**src/rtl/msq_pkg.sv**
```systemverilog
// Shared types and constants for the melody note sequencer.
package msq_pkg;

    localparam int ADC_W      = 12;
    localparam int POS_W      = 8;
    localparam int PERIOD_W   = 16;
    localparam int LENGTH_W   = 8;
    localparam int TICKS_W    = 16;
    localparam int COUNT_W    = 9;
    localparam int ELAPSED_W  = 24;
    localparam int SAMPLE_W   = 5;
    localparam int VOL_W      = 7;
    localparam int LED_W      = 8;
    localparam int SONG_OUT_W = 3;
    localparam int SLOT_W     = 2;

    localparam int VOL_FULL   = 100;
    localparam int LED_OFFSET = 3;

    localparam logic [1:0] MODE_TICK   = 2'd0;
    localparam logic [1:0] MODE_BUTTON = 2'd1;
    localparam logic [1:0] MODE_NOTE   = 2'd2;
    localparam logic [1:0] MODE_SONG   = 2'd3;

    typedef struct packed {
        logic [ADC_W-1:0]    adc_sample;
        logic [SLOT_W-1:0]   song_slot;
        logic [POS_W-1:0]    note_index;
        logic [PERIOD_W-1:0] note_period;
        logic [LENGTH_W-1:0] note_length;
        logic [TICKS_W-1:0]  unit_ticks;
        logic [TICKS_W-1:0]  gap_ticks;
        logic [COUNT_W-1:0]  note_count;
    } t_item;

    typedef struct packed {
        logic                  tone_on;
        logic [PERIOD_W-1:0]   tone_period;
        logic [VOL_W-1:0]      volume_percent;
        logic [LED_W-1:0]      led_mask;
        logic [SONG_OUT_W-1:0] current_song;
        logic [POS_W-1:0]      current_note;
    } t_result;

endpackage

```
**src/rtl/msq_out_buf.sv**
```systemverilog
// Two-word result buffer between the sequencer and the output stream.
module msq_out_buf
    import msq_pkg::*;
(
    input  logic    i_clk,
    input  logic    i_rst_n,
    input  logic    i_push,
    input  t_result i_result,
    output logic    o_ready,
    output logic    o_valid,
    input  logic    i_pop_ready,
    output t_result o_result
);

    logic [1:0] r_count;
    t_result    r_head;
    t_result    r_tail;
    logic       pop;

    assign pop      = o_valid && i_pop_ready;
    assign o_valid  = (r_count != 2'd0);
    assign o_ready  = (r_count != 2'd2);
    assign o_result = r_head;

    always_ff @(posedge i_clk) begin
        if (!i_rst_n) begin
            r_count <= 2'd0;
        end else begin
            case (r_count)
                2'd0: begin
                    if (i_push) begin
                        r_count <= 2'd1;
                    end
                end
                2'd1: begin
                    if (i_push && !pop) begin
                        r_count <= 2'd2;
                    end else if (!i_push && pop) begin
                        r_count <= 2'd0;
                    end
                end
                2'd2: begin
                    if (pop) begin
                        r_count <= 2'd1;
                    end
                end
                default: begin
                    r_count <= 2'd0;
                end
            endcase
        end
    end

    always_ff @(posedge i_clk) begin
        if (r_count == 2'd2 && pop) begin
            r_head <= r_tail;
        end else if (i_push && (r_count == 2'd0 || (r_count == 2'd1 && pop))) begin
            r_head <= i_result;
        end
        if (i_push && r_count == 2'd1 && !pop) begin
            r_tail <= i_result;
        end
    end

    a_count_legal: assert property (@(posedge i_clk) disable iff (!i_rst_n)
        r_count != 2'd3)
        else $error("result buffer count corrupt");

    a_fill: assert property (@(posedge i_clk) disable iff (!i_rst_n)
        (i_push && !pop) |=> (r_count == $past(r_count) + 2'd1))
        else $error("pushed word lost");

    a_drain: assert property (@(posedge i_clk) disable iff (!i_rst_n)
        (!i_push && pop) |=> (r_count == $past(r_count) - 2'd1))
        else $error("popped word not removed");

endmodule

```
**config.mk**
```make
export PLATFORM = sky130hd
export DESIGN_NAME = msq_out_buf
export DESIGN_NICKNAME = d
export VERILOG_FILES = /design/src/rtl/msq_pkg.sv /design/src/rtl/msq_out_buf.sv
export SDC_FILE = /design/constraint.sdc
export NUM_CORES = 1
export LEC_CHECK = 0
export BUFFER_PORTS_ARGS = -buffer_cell sky130_fd_sc_hd__buf_4
export CAP_MARGIN = 20
export CORE_MARGIN = 3
export CORE_UTILIZATION = 45
export CTS_BUF_LIST = sky130_fd_sc_hd__clkbuf_4 sky130_fd_sc_hd__clkbuf_8
export CTS_CLUSTER_SIZE = 28
export DETAILED_ROUTE_END_ITERATION = 7
export HOLD_SLACK_MARGIN = 0.1
export PLACE_DENSITY = 0.73
export SYNTH_ARGS = -nofsm -noshare
export SYNTH_HDL_FRONTEND = slang
export SYNTH_SLANG_ARGS = --single-unit
```
**constraint.sdc**
```tcl
create_clock -name i_clk -period 4.8 [get_ports i_clk]
set_input_delay 0.48 -clock i_clk [delete_from_list [all_inputs] [get_ports i_clk]]
set_output_delay 0.48 -clock i_clk [all_outputs]
set_load 0.03 [all_outputs]
```
**After elaboration in Yosys (flattened, before gate mapping)**

Cells that the tools add are included.

- Bits in registers: 88
- Latch bits: 0
- Bits in writable memories: 0
- ROM bits: 0
- Output and inout port bits: 45
- Logic and storage cells: 41
- Memories kept: 0

- Add/subtract/negate cells: 0
- Multipliers: 0
- Divide/modulo/power cells: 0
- $lt $le $gt $ge: 0
- Equality and inequality tests: 6
- Shift-type cells: 0
- Mux-type cells: 7
- Bitwise logic cells: 0
- Reduce and logical (&&, ||, !) cells: 15

Operator list:

| operator | number |
|---|---|
| two-way mux 43 bit | 2 |
| logical AND 1 bit | 8 |
| two-way mux 2 bit | 4 |
| inequality test 2 bit (second input constant) | 3 |
| case mux 2 bit (3 select lines) | 1 |
| nonzero test 2 bit | 2 |
| inequality test 3 bit (second input constant) | 1 |
| AND reduction 3 bit | 1 |
| equality test 2 x 1 -> 1 bit (second input constant) | 1 |
| equality test 2 bit (second input constant) | 1 |
| logical NOT 1 bit | 2 |
| logical NOT 2 bit | 1 |
| logical OR 1 bit | 1 |

**Longest topological paths before layout**

- Depth after elaboration: 7
- Gate-level depth with buffers: 5

**Worst setup path before layout**

No wires, ideal clock.

- Path type: input port to flip-flop
- Start: input port i_push
- End: register r_head, in the netlist o_result[0], enable pin
- Library setup time: 0.503 ns
- Data arrival time: 3.604 ns
- Data required time: 4.297 ns
- Path slack: 0.694 ns
- Stages on the path: 2
- Path buffers: 0
- Path through: nand2b_1 o21ai_0

- Cells in the longest elaborated chain, start to end: 2

RTL lines:

| element | RTL line | source |
|---|---|---|
| start: declaration | msq_out_buf.sv:7 | `input logic i_push,` |
| logical AND 1 bit | msq_out_buf.sv:57 | `end else if (i_push && (r_count == 2'd0 \|\| (r_count == 2'd1 && pop))) begin` |
| nonzero test 2 bit (no source line) | - |  |
| end signal: assignment | msq_out_buf.sv:56 | `r_head <= r_tail;` |
| end signal: assignment | msq_out_buf.sv:58 | `r_head <= i_result;` |
| end: declaration | msq_out_buf.sv:16 | `t_result r_head;` |

Every way passes these cells.
A chain may end at the register's enable or synchronous reset.

**Final worst setup path**

- Start: register r_count[0]
- End: register r_head, in the netlist o_result[38], enable pin

- Cells in the longest elaborated chain, start to end: 6
- Elaborated cells between the ends (all ways): 10
- Classes of those cells: eq/ne (2); reduce/logical (8)

RTL lines:

| element | RTL line | source |
|---|---|---|
| start: declaration | msq_out_buf.sv:15 | `logic [1:0] r_count;` |
| start signal: assignment | msq_out_buf.sv:27 | `r_count <= 2'd0;` |
| start signal: assignment | msq_out_buf.sv:32 | `r_count <= 2'd1;` |
| start signal: assignment | msq_out_buf.sv:37 | `r_count <= 2'd2;` |
| nonzero test 2 bit | msq_out_buf.sv:21 | `assign o_valid = (r_count != 2'd0);` |
| logical AND 1 bit | msq_out_buf.sv:20 | `assign pop = o_valid && i_pop_ready;` |
| logical AND 1 bit | msq_out_buf.sv:57 |  |
| logical OR 1 bit | msq_out_buf.sv:57 |  |
| logical AND 1 bit | msq_out_buf.sv:57 |  |
| nonzero test 2 bit (no source line) (*) | - |  |

Mark *: on every way between the ends. The rest lies on a longest branch, timed or not.

==> reports/results.tsv <==
metric	value	unit
clk_skew	0.00880	ns
first-pass GRT wire length	8580	µm
Psw	360	µW
via density per instance	4.61	
Mapped Area	3450	µm²
clock-pin slew on the worst setup and hold paths	0.08	ns
cell with the most instances after synthesis	edfxtp_1	
final WL	5600	µm
leakage power	1.81	nW
Synth area leader	edfxtp_1	
WHS	0.322	ns
GP Congestion	0.683	
reg-to-reg slack, setup	2.64	ns
Initial Util	0.470	
Post-synth EDFFs	86	
syn_nets	200	
Die X	93.5	µm
Placement Cell Area	4230	µm²
vias in the first global route	1707	
Root Driver	clkbuf_8	
drt pass-1 iters	4	
r2r startpoint	r_count[0]	
HP Start	i_result[3]	
required time worst endpoint	4.86	ns
CTS tree	done	
Tightest Pin Transition	0.796	ns
Post-Synth XOR/XNOR Area	0	
Remaining DRCs	0	
Yosys warnings	0	
PD cells	359	nW/µm²
# Post-CTS Setup Buffers	0	
WL met2	2610	µm
reg-to-reg endpoint	o_result[38]	
fraction of registers with async set/reset	0	
Met3 Routed Length	465	µm
Area growth syn-to-layout	28.2	%
CP Max Fanout	45	
WHS Path Cells	1	
port bufs	91	
critical path arrival	2.22	ns
crit path capture type	register	
CTS hold repair buffers	0	
clock buffer depth	2	
ANT cells	0	
area of the core	7330	µm²
Pwr Total	1.58	mW
Worst VDD drop	0.186	mV
Post-Synth Adder-Cell Area	0.00363	
# rows	31	
post-DP HPWL	3900	µm
clk sinks	88	
TritonCTS Buffers	9	
total track usage	0.131	
unrepaired setup endpoints after global routing	no	
Synth Area in Compound Gates	0.00472	
Seq/Total Area, Yosys	0.761	
min cycle time layout	2.16	ns
syn_area_per_cell	22.7	µm²
Sw Ratio	0.227	
worst hold path type	in -> reg	
largest net degree at the start of global routing	46	
hold path endpoint	r_tail[3]	
cell count after placement	340	
Setup TNS Final	0	ns
gr ovfl total	0	
Final Max Slew Viols	0	
combinational family with the most area after synthesis	multiplexers	
final setup fails	0	
Slew headroom	0.469	
top-area cell type share of the netlist area	0.749	
Simple-Gate Fraction of Synth Area	0.0200	
CP Launch Type	register	
Vias	1640	
power share of the clock group	0.306	
Antenna Nets Post-Route	0	
mux contribution to synthesized area	0.185	
Fin. Hold Viols	0	
R2R depth	4	
cells after synthesis	152	
sequential share of power	0.569	
FMAX	0.464	GHz
Distinct cells, synth	20	
power share of the combinational group	0.126	
internal power	1.23	mW
ys flop type	edfxtp_1	
top post-synthesis cells by area	edfxtp_1 (75%), mux2_4 (17%), buf_12 (1.7%)	
Max-Cap Viols	0	
post_cts resized	0	
Max Used Layer	met4	
average wire per standard cell	15.7	µm
I/O pin cnt	92	
Iteration-0 DRC Markers	56	
worst skew pair latency	0.34	ns
die height	93.5	µm
initial antenna violation count	0	
Finished Layout Cells	356	
#FFs+latches synth	88	
die footprint	8750	µm²
Final nets	300	
layout cells sized above 1	0.607	
htree depth	3	
status	finished clean	
Crit Path Category	reg -> reg	
met1 WL	2470	µm
fill count	551	
final period utilization	0.449	
most common library cells after synthesis	edfxtp_1 (86), mux2_4 (38), mux2_2 (5), buf_12 (3), nand2b_1 (3)	
Finished Cell Area	4420	µm²
-- stage by stage --
stage | utilization | worst slack [ns]
4_1_cts | 0.603 | 2.59
6_report | 0.603 | 2.64
2_1_floorplan | - | 0.694
5_1_grt | 0.603 | 2.46
3_5_place_dp | 0.577 | 2.45
3_3_place_gp | 0.573 | 2.51
-- layer usage --
metal	global-route usage	vias up
met5	0	-
met4	0.0476	0
met3	0.0531	7
met2	0.204	64
met1	0.167	770
li1	-	799
-- cell usage in the layout (no fill, tap or decap), drive strengths merged, types with 2 or more instances in the layout --
cell,synthesis,final
nor2b,2,2
dfxtp,2,2
mux2,43,43
nand2b,3,3
edfxtp,86,86
buf,5,94
clkinv,0,4
clkbuf,0,10
-- registers in the layout (all words and copies together) (netlist names) --
signal and flops:
r_tail 43, o_result 43, r_count 2
-- worst max path at each step --
stage	from	endpoint	slack [ns]	depth (start not counted)
6_report	r_count[0]	o_result[38]	2.64	4
5_1_grt	r_count[0]	o_result[37]	2.46	4
4_1_cts	r_count[0]	o_result[17]	2.59	4
3_5_place_dp	i_pop_ready	o_result[38]	2.45	5
3_3_place_gp	i_pop_ready	o_result[38]	2.51	5
2_1_floorplan	i_push	o_result[0]	0.69	2
-- worst max-delay path, cell delays in order, from the launching register on --
cell and delay (ns):
dfxtp_1 0.42, nand3b_1 0.14, buf_4 0.62, o21ai_4 0.33
buf_4 0.35
-- logic make-up (layout without fill, tap and decap cells) --
| family | after synthesis | in the layout |
|---|---|---|
| compound gates | 3 | 3 |
| mux | 44 | 44 |
| simple gates | 10 | 10 |
| fa+ha+maj | 1 | 1 |
| flops | 88 | 88 |
| buf+inv | 6 | 111 |
-- cell type report --
class | instances | area (µm²) | area share
flip-flops and latches | 88 | 2620 | 0.593
multi-input cells | 58 | 753 | 0.170
repair buffers | 94 | 726 | 0.164
clock buffers | 10 | 131 | 0.0297
well taps | 99 | 124 | 0.0280
clock inverters | 6 | 60.1 | 0.0136
inverters | 1 | 3.75 | 0.000849
-- power groups by stage --
stage	clock, mW	sequential, mW	combinational (mW)
finish	0.484	0.901	0.199
global route	0.533	0.905	0.213
CTS	0.504	0.902	0.203
detailed placement	0	0.919	0.202
global placement	0	0.918	0.198
floorplan	0	0.977	0.0559
Note: power is estimated with default switching activity, not from simulation.
