$ cat src/rtl/msq_pkg.sv
// Shared types and constants for the melody note sequencer.
package msq_pkg;

    localparam int ADC_W      = 12;
    localparam int POS_W      = 8;
    localparam int PERIOD_W   = 16;
    localparam int LENGTH_W   = 8;
    localparam int TICKS_W    = 16;
    localparam int COUNT_W    = 9;
    localparam int ELAPSED_W  = 24;
    localparam int SAMPLE_W   = 5;
    localparam int VOL_W      = 7;
    localparam int LED_W      = 8;
    localparam int SONG_OUT_W = 3;
    localparam int SLOT_W     = 2;

    localparam int VOL_FULL   = 100;
    localparam int LED_OFFSET = 3;

    localparam logic [1:0] MODE_TICK   = 2'd0;
    localparam logic [1:0] MODE_BUTTON = 2'd1;
    localparam logic [1:0] MODE_NOTE   = 2'd2;
    localparam logic [1:0] MODE_SONG   = 2'd3;

    typedef struct packed {
        logic [ADC_W-1:0]    adc_sample;
        logic [SLOT_W-1:0]   song_slot;
        logic [POS_W-1:0]    note_index;
        logic [PERIOD_W-1:0] note_period;
        logic [LENGTH_W-1:0] note_length;
        logic [TICKS_W-1:0]  unit_ticks;
        logic [TICKS_W-1:0]  gap_ticks;
        logic [COUNT_W-1:0]  note_count;
    } t_item;

    typedef struct packed {
        logic                  tone_on;
        logic [PERIOD_W-1:0]   tone_period;
        logic [VOL_W-1:0]      volume_percent;
        logic [LED_W-1:0]      led_mask;
        logic [SONG_OUT_W-1:0] current_song;
        logic [POS_W-1:0]      current_note;
    } t_result;

endpackage

$ cat src/rtl/msq_core.sv
// Sequencer state, song settings and the per-word update logic.
module msq_core
    import msq_pkg::*;
#(
    parameter int SONGS           = 4,
    parameter int MAX_NOTES       = 256,
    parameter int ADC_MAX         = 4095,
    parameter int SAMPLE_INTERVAL = 20,
    parameter int SNW             = 3
) (
    input  logic                i_clk,
    input  logic                i_rst_n,
    input  logic                i_accept,
    input  logic [1:0]          i_mode,
    input  t_item               i_item,
    input  logic [PERIOD_W-1:0] i_rd_period,
    input  logic [LENGTH_W-1:0] i_rd_length,
    output logic                o_wr_en,
    output logic [SNW-1:0]      o_rd_song,
    output logic [POS_W-1:0]    o_rd_pos,
    output t_result             o_result
);

    localparam int SIW = (SONGS > 1) ? $clog2(SONGS) : 1;
    // volume = adc*100/ADC_MAX as one multiply by a scaled reciprocal
    localparam int NUM_W = ADC_W + 7;
    localparam int VOL_SH = NUM_W + $clog2(ADC_MAX);
    localparam longint VOL_M = ((64'sd1 <<< VOL_SH) + ADC_MAX - 1) / ADC_MAX;
    localparam longint VOL_C = 100 * VOL_M;
    localparam int VOL_CW = $clog2(VOL_C + 1);
    localparam int PW = ADC_W + VOL_CW;

    typedef enum logic [1:0] {
        PH_START,
        PH_SOUND,
        PH_GAP
    } t_phase;

    t_phase                r_phase, n_phase;
    logic                  r_pending, n_pending;
    logic [SNW-1:0]        r_song, n_song;
    logic [POS_W-1:0]      r_pos, n_pos;
    logic [ELAPSED_W-1:0]  r_elapsed, n_elapsed;
    logic [SAMPLE_W-1:0]   r_sample, n_sample;
    logic [VOL_W-1:0]      r_vol, n_vol;
    logic                  r_run, n_run;
    logic [PERIOD_W-1:0]   r_period, n_period;
    logic [LED_W-1:0]      r_led, n_led;

    logic [TICKS_W-1:0]    r_unit [SONGS];
    logic [TICKS_W-1:0]    r_gap  [SONGS];
    logic [COUNT_W-1:0]    r_count[SONGS];

    logic [SIW-1:0]        cur_slot;
    logic [SIW-1:0]        wr_slot;
    logic                  slot_ok;
    logic                  set_wr;
    logic [ELAPSED_W-1:0]  dur;
    logic [PW-1:0]         vol_prod;
    logic [PW-1:0]         vol_q;
    logic [VOL_W-1:0]      vol_new;
    logic [COUNT_W-1:0]    next_pos;
    logic [4:0]            led_bit;

    always_comb begin
        cur_slot = SIW'(r_song - SNW'(1));
        wr_slot  = SIW'(i_item.song_slot);
        slot_ok  = (int'(i_item.song_slot) < SONGS);
        set_wr   = i_accept && (i_mode == MODE_SONG) && slot_ok;
        o_wr_en  = i_accept && (i_mode == MODE_NOTE) && slot_ok
                   && (int'(i_item.note_index) < MAX_NOTES);
        dur      = ELAPSED_W'(r_unit[cur_slot]) * ELAPSED_W'(i_rd_length);
        vol_prod = PW'(i_item.adc_sample) * PW'(VOL_C);
        vol_q    = vol_prod >> VOL_SH;
        vol_new  = (vol_q > PW'(VOL_FULL)) ? VOL_W'(VOL_FULL) : VOL_W'(vol_q);
        next_pos = COUNT_W'(r_pos) + COUNT_W'(1);
    end

    always_comb begin
        n_phase   = r_phase;
        n_pending = r_pending;
        n_song    = r_song;
        n_pos     = r_pos;
        n_elapsed = r_elapsed;
        n_sample  = r_sample;
        n_vol     = r_vol;
        n_run     = r_run;
        n_period  = r_period;
        n_led     = r_led;
        led_bit   = '0;
        if (i_accept) begin
            case (i_mode)
                MODE_TICK: begin
                    if (r_elapsed != '1) begin
                        n_elapsed = r_elapsed + ELAPSED_W'(1);
                    end
                    n_sample = r_sample + SAMPLE_W'(1);
                    if (n_sample >= SAMPLE_W'(SAMPLE_INTERVAL)) begin
                        n_vol    = vol_new;
                        n_sample = '0;
                    end
                    if (r_pending) begin
                        // restart: next song, LED, back to note 0
                        n_run     = 1'b0;
                        n_song    = (int'(r_song) == SONGS) ? '0 : r_song + SNW'(1);
                        led_bit   = 5'(n_song) + 5'(LED_OFFSET);
                        n_led     = (led_bit < 5'(LED_W)) ? (LED_W'(1) << led_bit[2:0]) : '0;
                        n_pos     = '0;
                        n_phase   = PH_START;
                        n_pending = 1'b0;
                    end else if (r_song != '0) begin
                        case (r_phase)
                            PH_START: begin
                                n_elapsed = '0;
                                if (i_rd_period != '0) begin
                                    n_period = i_rd_period;
                                    n_run    = 1'b1;
                                end
                                n_phase = PH_SOUND;
                            end
                            PH_SOUND: begin
                                if (n_elapsed >= dur) begin
                                    n_run     = 1'b0;
                                    n_phase   = PH_GAP;
                                    n_elapsed = '0;
                                end
                            end
                            PH_GAP: begin
                                if (n_elapsed >= ELAPSED_W'(r_gap[cur_slot])) begin
                                    n_phase = PH_START;
                                    // wrap at the song's count, the store depth or 256
                                    if (next_pos >= r_count[cur_slot] || next_pos[POS_W]
                                        || (11'(next_pos) >= 11'(MAX_NOTES))) begin
                                        n_pos = '0;
                                    end else begin
                                        n_pos = POS_W'(next_pos);
                                    end
                                end
                            end
                            default: begin
                                n_phase = PH_START;
                            end
                        endcase
                    end
                end
                MODE_BUTTON: begin
                    n_pending = 1'b1;
                end
                default: begin
                end
            endcase
        end
    end

    always_ff @(posedge i_clk) begin
        if (!i_rst_n) begin
            r_phase   <= PH_START;
            r_pending <= 1'b0;
            r_song    <= '0;
            r_pos     <= '0;
            r_elapsed <= '0;
            r_sample  <= '0;
            r_vol     <= '0;
            r_run     <= 1'b0;
            r_period  <= '0;
            r_led     <= '0;
        end else begin
            r_phase   <= n_phase;
            r_pending <= n_pending;
            r_song    <= n_song;
            r_pos     <= n_pos;
            r_elapsed <= n_elapsed;
            r_sample  <= n_sample;
            r_vol     <= n_vol;
            r_run     <= n_run;
            r_period  <= n_period;
            r_led     <= n_led;
        end
    end

    always_ff @(posedge i_clk) begin
        if (set_wr) begin
            r_unit[wr_slot]  <= i_item.unit_ticks;
            r_gap[wr_slot]   <= i_item.gap_ticks;
            r_count[wr_slot] <= i_item.note_count;
        end
    end

    assign o_rd_song = n_song;
    assign o_rd_pos  = n_pos;

    always_comb begin
        o_result.tone_on        = n_run;
        o_result.tone_period    = n_period;
        o_result.volume_percent = n_vol;
        o_result.led_mask       = n_led;
        o_result.current_song   = SONG_OUT_W'(n_song);
        o_result.current_note   = n_pos;
    end

    a_vol_range: assert property (@(posedge i_clk) disable iff (!i_rst_n)
        r_vol <= VOL_W'(VOL_FULL))
        else $error("volume above full scale");

    a_led_single: assert property (@(posedge i_clk) disable iff (!i_rst_n)
        $onehot0(r_led))
        else $error("more than one LED lit");

    a_silent_quiet: assert property (@(posedge i_clk) disable iff (!i_rst_n)
        (r_song == '0) |-> !r_run)
        else $error("tone running with no song selected");

    a_restart: assert property (@(posedge i_clk) disable iff (!i_rst_n)
        (i_accept && (i_mode == MODE_TICK) && r_pending)
        |=> (r_pos == '0) && !r_run && !r_pending && (r_phase == PH_START))
        else $error("restart tick did not rewind the song");

endmodule

$ cat config.mk
export PLATFORM = sky130hd
export DESIGN_NAME = msq_core
export DESIGN_NICKNAME = d
export VERILOG_FILES = /design/src/rtl/msq_pkg.sv /design/src/rtl/msq_core.sv
export SDC_FILE = /design/constraint.sdc
export NUM_CORES = 1
export LEC_CHECK = 0
export ABC_CLOCK_PERIOD_IN_PS = 26300
export BUFFER_PORTS_ARGS = -buffer_cell sky130_fd_sc_hd__buf_2
export CORE_ASPECT_RATIO = 0.8
export CORE_MARGIN = 2
export CORE_UTILIZATION = 25
export CTS_CLUSTER_SIZE = 12
export DETAILED_ROUTE_END_ITERATION = 6
export PLACE_DENSITY = 0.5
export SYNTH_ARGS = -nofsm -noshare
export SYNTH_HDL_FRONTEND = slang
export SYNTH_SLANG_ARGS = --single-unit
$ cat constraint.sdc
create_clock -name i_clk -period 26.3 [get_ports i_clk]
set_clock_uncertainty 0.15 [all_clocks]
set_input_delay 1.315 -clock i_clk [delete_from_list [all_inputs] [get_ports i_clk]]
set_output_delay 1.315 -clock i_clk [all_outputs]
set_load 0.01 [all_outputs]
## Yosys cells after proc, flatten, opt, wreduce, memory -nomap -nowiden

Memory sizes are Yosys's and may differ from the RTL's.
Cells that the tools add are included.

| word-level totals | value |
|---|---|
| flip-flop bits (word level) | 75 |
| memories kept | 3 |
| memory bits (writable) | 164 |

| cells by class | value |
|---|---|
| multipliers | 2 |
| magnitude comparators | 7 |
| reductions and logical operators | 13 |
| add/subtract/negate cells | 6 |
| eq/ne operators | 9 |
| multiplexer cells | 48 |
| shift operators | 1 |

Memory list:

| memory | words | width | read ports | clocked after memory_dff | wr ports | RTL line | text |
|---|---|---|---|---|---|---|---|
| r_gap | 4 | 16 | 1 | 0 | 1 | msq_core.sv:51 | `logic [TICKS_W-1:0] r_gap [SONGS];` |
| r_unit | 4 | 16 | 1 | 0 | 1 | msq_core.sv:50 | `logic [TICKS_W-1:0] r_unit [SONGS];` |
| r_count | 4 | 9 | 1 | 0 | 1 | msq_core.sv:52 | `logic [COUNT_W-1:0] r_count[SONGS];` |

Operator list:

| kind | count |
|---|---|
| $mux 24 | 6 |
| $mux 16 | 6 |
| $mux 8 | 11 |
| $pmux 24 s2 | 1 |
| $mul 12x24->36 const B | 1 |
| $mux 7 | 4 |
| $add 24x1->24 const B | 1 |
| $ge 24x16->1 | 1 |
| $ge 24x24->1 | 1 |
| $mul 16x8->24 | 1 |
| $ne 24x24->1 const B | 1 |
| $reduce_bool 16->1 | 1 |
| $mux 3 | 4 |
| $add 8x1->9 const B | 1 |
| $ge 9x9->1 | 1 |
| $ge 9x9->1 const B | 1 |
| $mux 1 | 8 |
| $mux 2 | 4 |
| $shl 1x3->8 const A | 1 |
| $gt 7x7->1 const B | 1 |
| $eq 2x2->1 const B | 3 |
| $ne 3x3->1 const B | 2 |
| $pmux 2 s3 | 1 |
| $add 5x1->5 const B | 1 |
| other kinds (16) | 23 |

## Longest topological paths before layout

Gate-level depths: netlist of run 1.
An unclocked memory read counts as a cell.

| logic depth | value |
|---|---|
| depth in word-level cells | 12 |
| gate-level depth with buffers | 38 |
| depth with buffers taken out | 32 |

## Worst setup path after synthesis of run 1

OpenSTA, ideal clock, no wires.

| timing path | value |
|---|---|
| path kind | register -> output |
| start | register r_song[0] |
| end | output o_result[42] (netlist bit) |
| arrival time | 9225 ps |
| cell stages (with the launch flop) | 37 |
| buffers on the path | 6 |
| required time | 24835 ps |
| slack | 15610 ps |
| cell sequence | dfxtp_1 clkbuf_1 clkbuf_1 buf_1 inv_1 ha_1 clkbuf_1 clkbuf_1 mux4_2 and2_1 fa_1 fa_1 fa_1 inv_1 fa_1 inv_1 ha_1 and4_1 a211oi_1 o21ai_0 a211o_1 a21o_1 a221o_1 a41oi_1 a21oi_1 xnor2_1 ha_1 a21oi_1 o21ai_0 nor3_1 nand2_1 a2111oi_0 o21ai_0 nand3_1 nand3b_1 nand3_1 buf_4 |

| on the way | value |
|---|---|
| word-level cells in the longest chain between the ends | 10 |

RTL lines:

| element | RTL line | text |
|---|---|---|
| start, declared | msq_core.sv:41 | `logic [SNW-1:0] r_song, n_song;` |
| start signal, assigned | msq_core.sv:170 | `r_song <= n_song;` |
| $sub 2x1->2 | msq_core.sv:66 | `cur_slot = SIW'(r_song - SNW'(1));` |
| $mem_v2 4x16 | - |  |
| $mul 16x8->24 | msq_core.sv:72 | `dur = ELAPSED_W'(r_unit[cur_slot]) * ELAPSED_W'(i_rd_length);` |
| $ge 24x24->1 | msq_core.sv:122 | `if (n_elapsed >= dur) begin` |
| $mux 1 | msq_core.sv:122 |  |
| $pmux 1 s2 | msq_core.sv:112 | `case (r_phase)` |
| $mux 1 * | msq_core.sv:111 | `end else if (r_song != '0) begin` |
| $mux 1 * | msq_core.sv:102 | `if (r_pending) begin` |
| $mux 1 * | msq_core.sv:92 | `case (i_mode)` |
| $mux 1 * | msq_core.sv:91 | `if (i_accept) begin` |
| end, declared | msq_core.sv:21 | `output t_result o_result` |

Mark *: on every way between the ends. The rest lies on a longest branch, timed or not.

==> results of run 1 <==
==> path summary, 6_finish.rpt <==
check / endpoint / cells after the start
min reg2reg: r_led[7]$_SDFF_PN0_ / 2
max reg2reg: r_elapsed[23]$_SDFFE_PN0P_ / 32
min: r_led[7]$_SDFF_PN0_ / 2
max: o_result[42] / 32
==> where the power goes <==
part | switching [uW] | internal (uW) | leakage (uW) | total, uW
registers | 4.78 | 409 | 0.00209 | 414
clock network | 155 | 209 | 0.000414 | 364
logic | 313 | 220 | 0.00651 | 533
total | 473 | 838 | 0.00901 | 1310
==> cells by family (layout without fill, tap and decap cells) <==
group | count (synthesis) | after routing
buf+inv | 286 | 418
xor+xnor | 50 | 50
compound gates | 243 | 243
flops | 239 | 239
simple gates | 443 | 443
fa+ha+maj | 317 | 317
mux | 65 | 65
==> through the flow <==
stage	total power [uW]	hold WS [ns]	utilization, %	instance area (sq um)
finish	1310	0.319	28.7	20700
floorplan	814	0.290	-	18100
global route	1420	0.341	28.7	20700
detailed placement	953	0.314	27.5	19800
CTS	1330	0.322	28.7	20700
global placement	944	0.301	27.5	19800
==> layout by cell type, fill, tap and decap left out, types with 16 or more instances in the layout <==
cell,netlist,layout
o21ai_0,39,39
mux4_2,41,41
a21oi_1,79,79
xnor2_1,28,28
nand2b_1,16,16
fa_1,121,121
nand4_1,21,21
and2_1,143,143
xor2_1,22,22
dfxtp_1,75,74
clkbuf_16,0,28
nand3_1,34,34
a21o_1,24,24
edfxtp_1,164,164
mux2_2,20,20
nor2_1,48,46
buf_2,2,138
nor3_1,17,17
inv_1,223,223
and3_1,19,18
ha_1,196,195
nand2_1,97,97
==> flip-flops by register name (all words and copies together), names as in the netlist, 3 cells and up <==
name	cells
r_pos	8
r_period	16
r_count	36
r_gap	64
r_elapsed	24
r_sample	5
r_led	8
r_vol	7
r_song	3
r_unit	64
==> final cells by class <==
cell class / instances / area share (%)
sequential: 239 / 31.1
multi-input combinational: 1118 / 51.3
timing repair buffer: 145 / 3.60
tap: 945 / 5.72
clock buffer: 34 / 3.55
inverter: 224 / 4.07
clock inverter: 15 / 0.660
==> tightest hold or removal path: stages (launching register included) <==
cell and delay (ns):
dfxtp_1 0.30, nand2_1 0.06, a21oi_1 0.06
==> per-layer routing <==
metal	vias to the layer above	track usage, %	wire [um]
met4	10	2.29	593
met1	6146	16.6	21600
met5	-	0	66
li1	5969	-	-
met2	187	18.7	19700
met3	49	1.21	1370
==> flow_summary.json, run 1 <==
{
  "status": "finished, final reports clean",
  "setup_tns_ns": 0,
  "p_per_area_nw_per_um2": 63.4,
  "cts_buffers": 28,
  "h-tree-depth": 1,
  "synth_ff_type": "edfxtp_1",
  "synth_fa_ha_area_share_pct": 26.9,
  "synth_top_family_by_area": "adder cells",
  "p_leak_uw": 0.00901,
  "min_from": "r_led[7]$_SDFF_PN0_",
  "n_antenna_cell": 0,
  "grt_remaining_overflow": 0,
  "drv_slew": 0,
  "seq_area_frac_synth_pct": 35.5,
  "insertion_delay_ns": 0.57,
  "drtPass1Iterations": 5,
  "regArea_sq_um": 6430,
  "synthArstFlopShare_pct": 0,
  "ir_drop_mv": 0.0569,
  "port_buffers": 138,
  "clk_pin_slew_ns": 0.06,
  "rsz0062_at_grt": "false",
  "syn_inst": 1643,
  "reg2reg_slack_ns": 16.12,
  "slowest_delay_ns": 0.60,
  "yosys.area_share.simple_pct": 13.5,
  "place.detailed.hpwl_um": 33300,
  "cts_tree": "yes",
  "root_buffer": "clkbuf_16",
  "cp_data_arrival_time_ns": 10.02,
  "hp-class": "reg -> reg",
  "gr-usage-all-layers_pct": 11.5,
  "syn_area_per_cell_sq_um": 11.0,
  "crit_start": "r_song[0]$_SDFF_PN0_",
  "cap_violations": 0,
  "multi_input_area_sq_um": 10600,
  "synth_top_area_share_pct": 27.2,
  "worst_setup_path_start_kind": "flip-flop",
  "ys_warn_count": 0,
  "cp.required_ns": 24.84,
  "preCtsSetupSlack_ns": 15.22,
  "min_period_ns": 11.49,
  "synthTopCellsByArea": "edfxtp_1 27%, ha_1 14%, fa_1 13%, dfxtp_1 8.3%, mux4_2 5.1%",
  "synth_cell_types": 70,
  "via_count": 12400,
  "drive_gt1_share_pct": 15.5,
  "cts_resized": 0,
  "globalplace.congestion": 0.862,
  "yosys.area.top_type": "edfxtp_1",
  "cpLargestDelayFamily": "adder cells",
  "ctsHoldBuffers": 0,
  "grt_pass1_vias": 12600,
  "drcViolationCount": 0,
  "dp.cells": 2671,
  "grt_max_degree": 42,
  "ios": 171,
  "instances_no_fill": 2720,
  "num_rows": 88,
  "synth_commonest_cells": "223 x inv_1, 196 x ha_1, 164 x edfxtp_1, 143 x and2_1, 121 x fa_1",
  "synth_compound_gate_area_share_pct": 8.90,
  "path_class": "reg -> out",
  "relSlewSlack_pct": 16.0,
  "synth_edf_count": 164,
  "initial_utilization_pct": 25.2,
  "ctsLongestPathBuffers": 3,
  "max_freq_mhz": 87.0,
  "crit_slowest_cell": "dfxtp_4",
  "fin_ws_ns": 14.81,
  "coreArea_sq_um": 71900,
  "finalCritPeriodShare_pct": 43.7,
  "grt_antenna_before_repair": 6,
  "drtIter0Drc": 622,
  "final-setup-viol-count": 0,
  "clkSinkCount": 239,
  "hold_violations": 0,
  "synth_seq_cells": 239,
  "grt_pass1_wl_um": 69200,
  "die_width_um": 305,
  "syn_nets": 2076,
  "area_delta_synth_final_pct": 14.0,
  "fill_cells": 7409,
  "num-nets-final": 2189,
  "endpoint_kind": "primary output",
  "synth_area_sq_um": 18100,
  "worstMarginPinSlew_ns": 1.25,
  "antenna_left": 0,
  "chipHeight_um": 245,
  "synth_xor_xnor_area_share_pct": 2.42,
  "muxShareOfSynthArea_pct": 6.56,
  "cp_max_fo": 41,
  "die_area_sq_um": 74700,
  "via_per_inst": 4.54,
  "cts_setup_buffers": 0,
  "regToRegStartpoint": "r_song[0]$_SDFF_PN0_",
  "routedWlPerCell_um": 15.9,
  "drt_wl_total_um": 43300,
  "synth.most_common_cell": "inv_1",
  "cpMostUsedCell": "fa_1",
  "crit_buf_inv": 5
}
Note: power is estimated with default switching activity, not from simulation.
==> run 2: changes to the inputs <==
--- a/config.mk
+++ b/config.mk
@@ -5,7 +5,7 @@
 export SDC_FILE = /design/constraint.sdc
 export NUM_CORES = 1
 export LEC_CHECK = 0
-export ABC_CLOCK_PERIOD_IN_PS = 26300
+export ABC_CLOCK_PERIOD_IN_PS = 11750
 export BUFFER_PORTS_ARGS = -buffer_cell sky130_fd_sc_hd__buf_2
 export CORE_ASPECT_RATIO = 0.8
 export CORE_MARGIN = 2
==> constraint.sdc (replaced) <==
create_clock -name i_clk -period 11.75 [get_ports i_clk]
set_clock_uncertainty 0.15 [all_clocks]
set_input_delay 0.5875 -clock i_clk [delete_from_list [all_inputs] [get_ports i_clk]]
set_output_delay 0.5875 -clock i_clk [all_outputs]
set_load 0.01 [all_outputs]
==> run 2 against run 1 <==
Against the previous run:
- final cell count shrank 0.15%
- combinational power rose by 120%
- worst hold slack got worse by 0.23 ns
- wire length decreased by 0.88%
- worst setup slack worse by 13 ns
- sequential power increased by 120%
- sequential share of layout area about the same
- non-clock buffer count is 1 higher
- sequential cell count unchanged
- die area unchanged
- global-route usage shrank 0.10 points
- critical path type unchanged
==> flow_summary.json, run 2 (same netlist as run 1, synthesis figures left out) <==
{
  "finalCritPeriodShare_pct": 87.2,
  "cts_tree": "yes",
  "antenna_left": 0,
  "crit_slowest_cell": "ha_2",
  "hp-class": "in -> reg",
  "design_area_sq_um": 20600,
  "dp.cells": 2672,
  "place_area_sq_um": 19800,
  "grt_pass1_wl_um": 68800,
  "ios": 171,
  "root_buffer": "clkbuf_16",
  "cpMostUsedCell": "fa_1",
  "hold_depth": 1,
  "n_antenna_cell": 0,
  "chipHeight_um": 245,
  "reg2reg_to": "r_elapsed[0]$_SDFFE_PN0P_",
  "clkSinkCount": 239,
  "relSlewSlack_pct": 22.9,
  "fill_cells": 7425,
  "area_delta_synth_final_pct": 13.8,
  "power_uw": 2920,
  "initial_utilization_pct": 25.2,
  "drv_slew": 0,
  "clk_pin_slew_ns": 0.06,
  "worstMarginPinSlew_ns": 1.15,
  "path_class": "reg -> out",
  "min_period_ns": 10.24,
  "final_cell_mix": "223 x inv_1, 195 x ha_1, 164 x edfxtp_1",
  "ir_drop_mv": 0.108,
  "drtIter0Drc": 651,
  "routedWlPerCell_um": 15.8,
  "p_leak_uw": 0.00901,
  "drt_wl_total_um": 42900,
  "via_per_inst": 4.57,
  "cts_setup_buffers": 0,
  "grt_antenna_before_repair": 3,
  "slowest_delay_ns": 0.63,
  "h-tree-depth": 1,
  "max_freq_mhz": 97.6,
  "drcViolationCount": 0,
  "instances_no_fill": 2716,
  "worst_setup_path_start_kind": "flip-flop",
  "cp_data_arrival_time_ns": 9.51,
  "min_to": "r_unit[2][8]$_DFFE_PP_",
  "globalplace.congestion": 0.824,
  "cp.required_ns": 11.01,
  "num-nets-final": 2189,
  "grt_remaining_overflow": 0,
  "preCtsSetupSlack_ns": 1.50,
  "ctsLongestPathBuffers": 3,
  "coreArea_sq_um": 71900,
  "setup_tns_ns": 0,
  "via_count": 12400,
  "min_from": "i_item[33]",
  "num_rows": 88,
  "rr_worst_depth": 31,
  "p_per_area_nw_per_um2": 141,
  "rsz0062_at_grt": "false",
  "cap_violations": 0,
  "drive_gt1_share_pct": 15.3,
  "ctsHoldBuffers": 0,
  "reg2reg_slack_ns": 1.64,
  "cts_buffers": 27,
  "die_width_um": 305,
  "reg_top3": "r_gap (64), r_unit (64), r_count (36)",
  "regToRegStartpoint": "r_song[0]$_SDFF_PN0_",
  "cts_resized": 0,
  "status": "finished, final reports clean",
  "drtPass1Iterations": 7,
  "endpoint_kind": "primary output",
  "grt_max_degree": 42,
  "place.detailed.hpwl_um": 33500,
  "hold_violations": 0,
  "cp_max_fo": 14,
  "layout_commonest_cell": "inv_1",
  "insertion_delay_ns": 0.57,
  "port_buffers": 138,
  "final-setup-viol-count": 0,
  "fin_ws_ns": 1.51,
  "gr-usage-all-layers_pct": 11.4,
  "die_area_sq_um": 74700,
  "grt_pass1_vias": 12700
}
-- run 2: area by class of cell --
cell class / count / area, sq um / share of cell area (%)
multi-input combinational: 1118 / 10600 / 51.3
sequential: 239 / 6430 / 31.2
tap: 945 / 1180 / 5.73
inverter: 224 / 841 / 4.08
timing repair buffer: 146 / 751 / 3.64
clock buffer: 32 / 704 / 3.41
clock inverter: 12 / 133 / 0.643
-- run 2: how the worst max path moves through the flow --
stage	startpoint	end	slack (ns)	depth (start not counted)
after floorplan	r_song[0]$_SDFF_PN0_	r_elapsed[23]$_SDFFE_PN0P_	1.69	36
after global placement	r_song[0]$_SDFF_PN0_	r_elapsed[0]$_SDFFE_PN0P_	1.60	31
after detailed placement	r_song[0]$_SDFF_PN0_	r_elapsed[0]$_SDFFE_PN0P_	1.50	31
after CTS	r_song[0]$_SDFF_PN0_	o_result[42]	1.31	31
after global routing	r_song[0]$_SDFF_PN0_	o_result[42]	0.97	31
final	r_song[0]$_SDFF_PN0_	o_result[42]	1.51	31
-- run 2: layer usage --
metal  wire length, um  share of wire (%)  up-vias  global-route usage, %
met1             20600                 48     6168                   16.1
met4               816                1.9        6                   2.81
met5                35              0.082        -                      0
met2             19600                 46      240                   18.8
li1                  -                  -     5954                      -
met3              1800                4.2       46                   1.11
-- run 2: per-stage QoR --
step | hold WS (ns) | utilization [%]
CTS | 0.0556 | 28.7
global placement | 0.301 | 27.5
global route | 0.0576 | 28.7
finish | 0.0842 | 28.7
floorplan | 0.290 | -
detailed placement | 0.313 | 27.5
-- run 2: critical path: cells and delay by family (launching register included) --
kind | cells | cell delay [ns]
AOI/OAI and AO/OA | 11 | 2.70
xor gates and xnor gates | 1 | 0.20
adders and majority gates | 7 | 3.39
buffers and inverters | 4 | 0.42
DFF | 1 | 0.56
muxes | 1 | 0.52
and+or+nand+nor | 7 | 1.13
-- run 2: where the power goes --
| part | internal, uW | total, uW | switching [uW] |
|---|---|---|---|
| clock network | 470 | 807 | 337 |
| logic | 491 | 1190 | 694 |
| registers | 915 | 925 | 10.4 |
| total | 1880 | 2920 | 1040 |
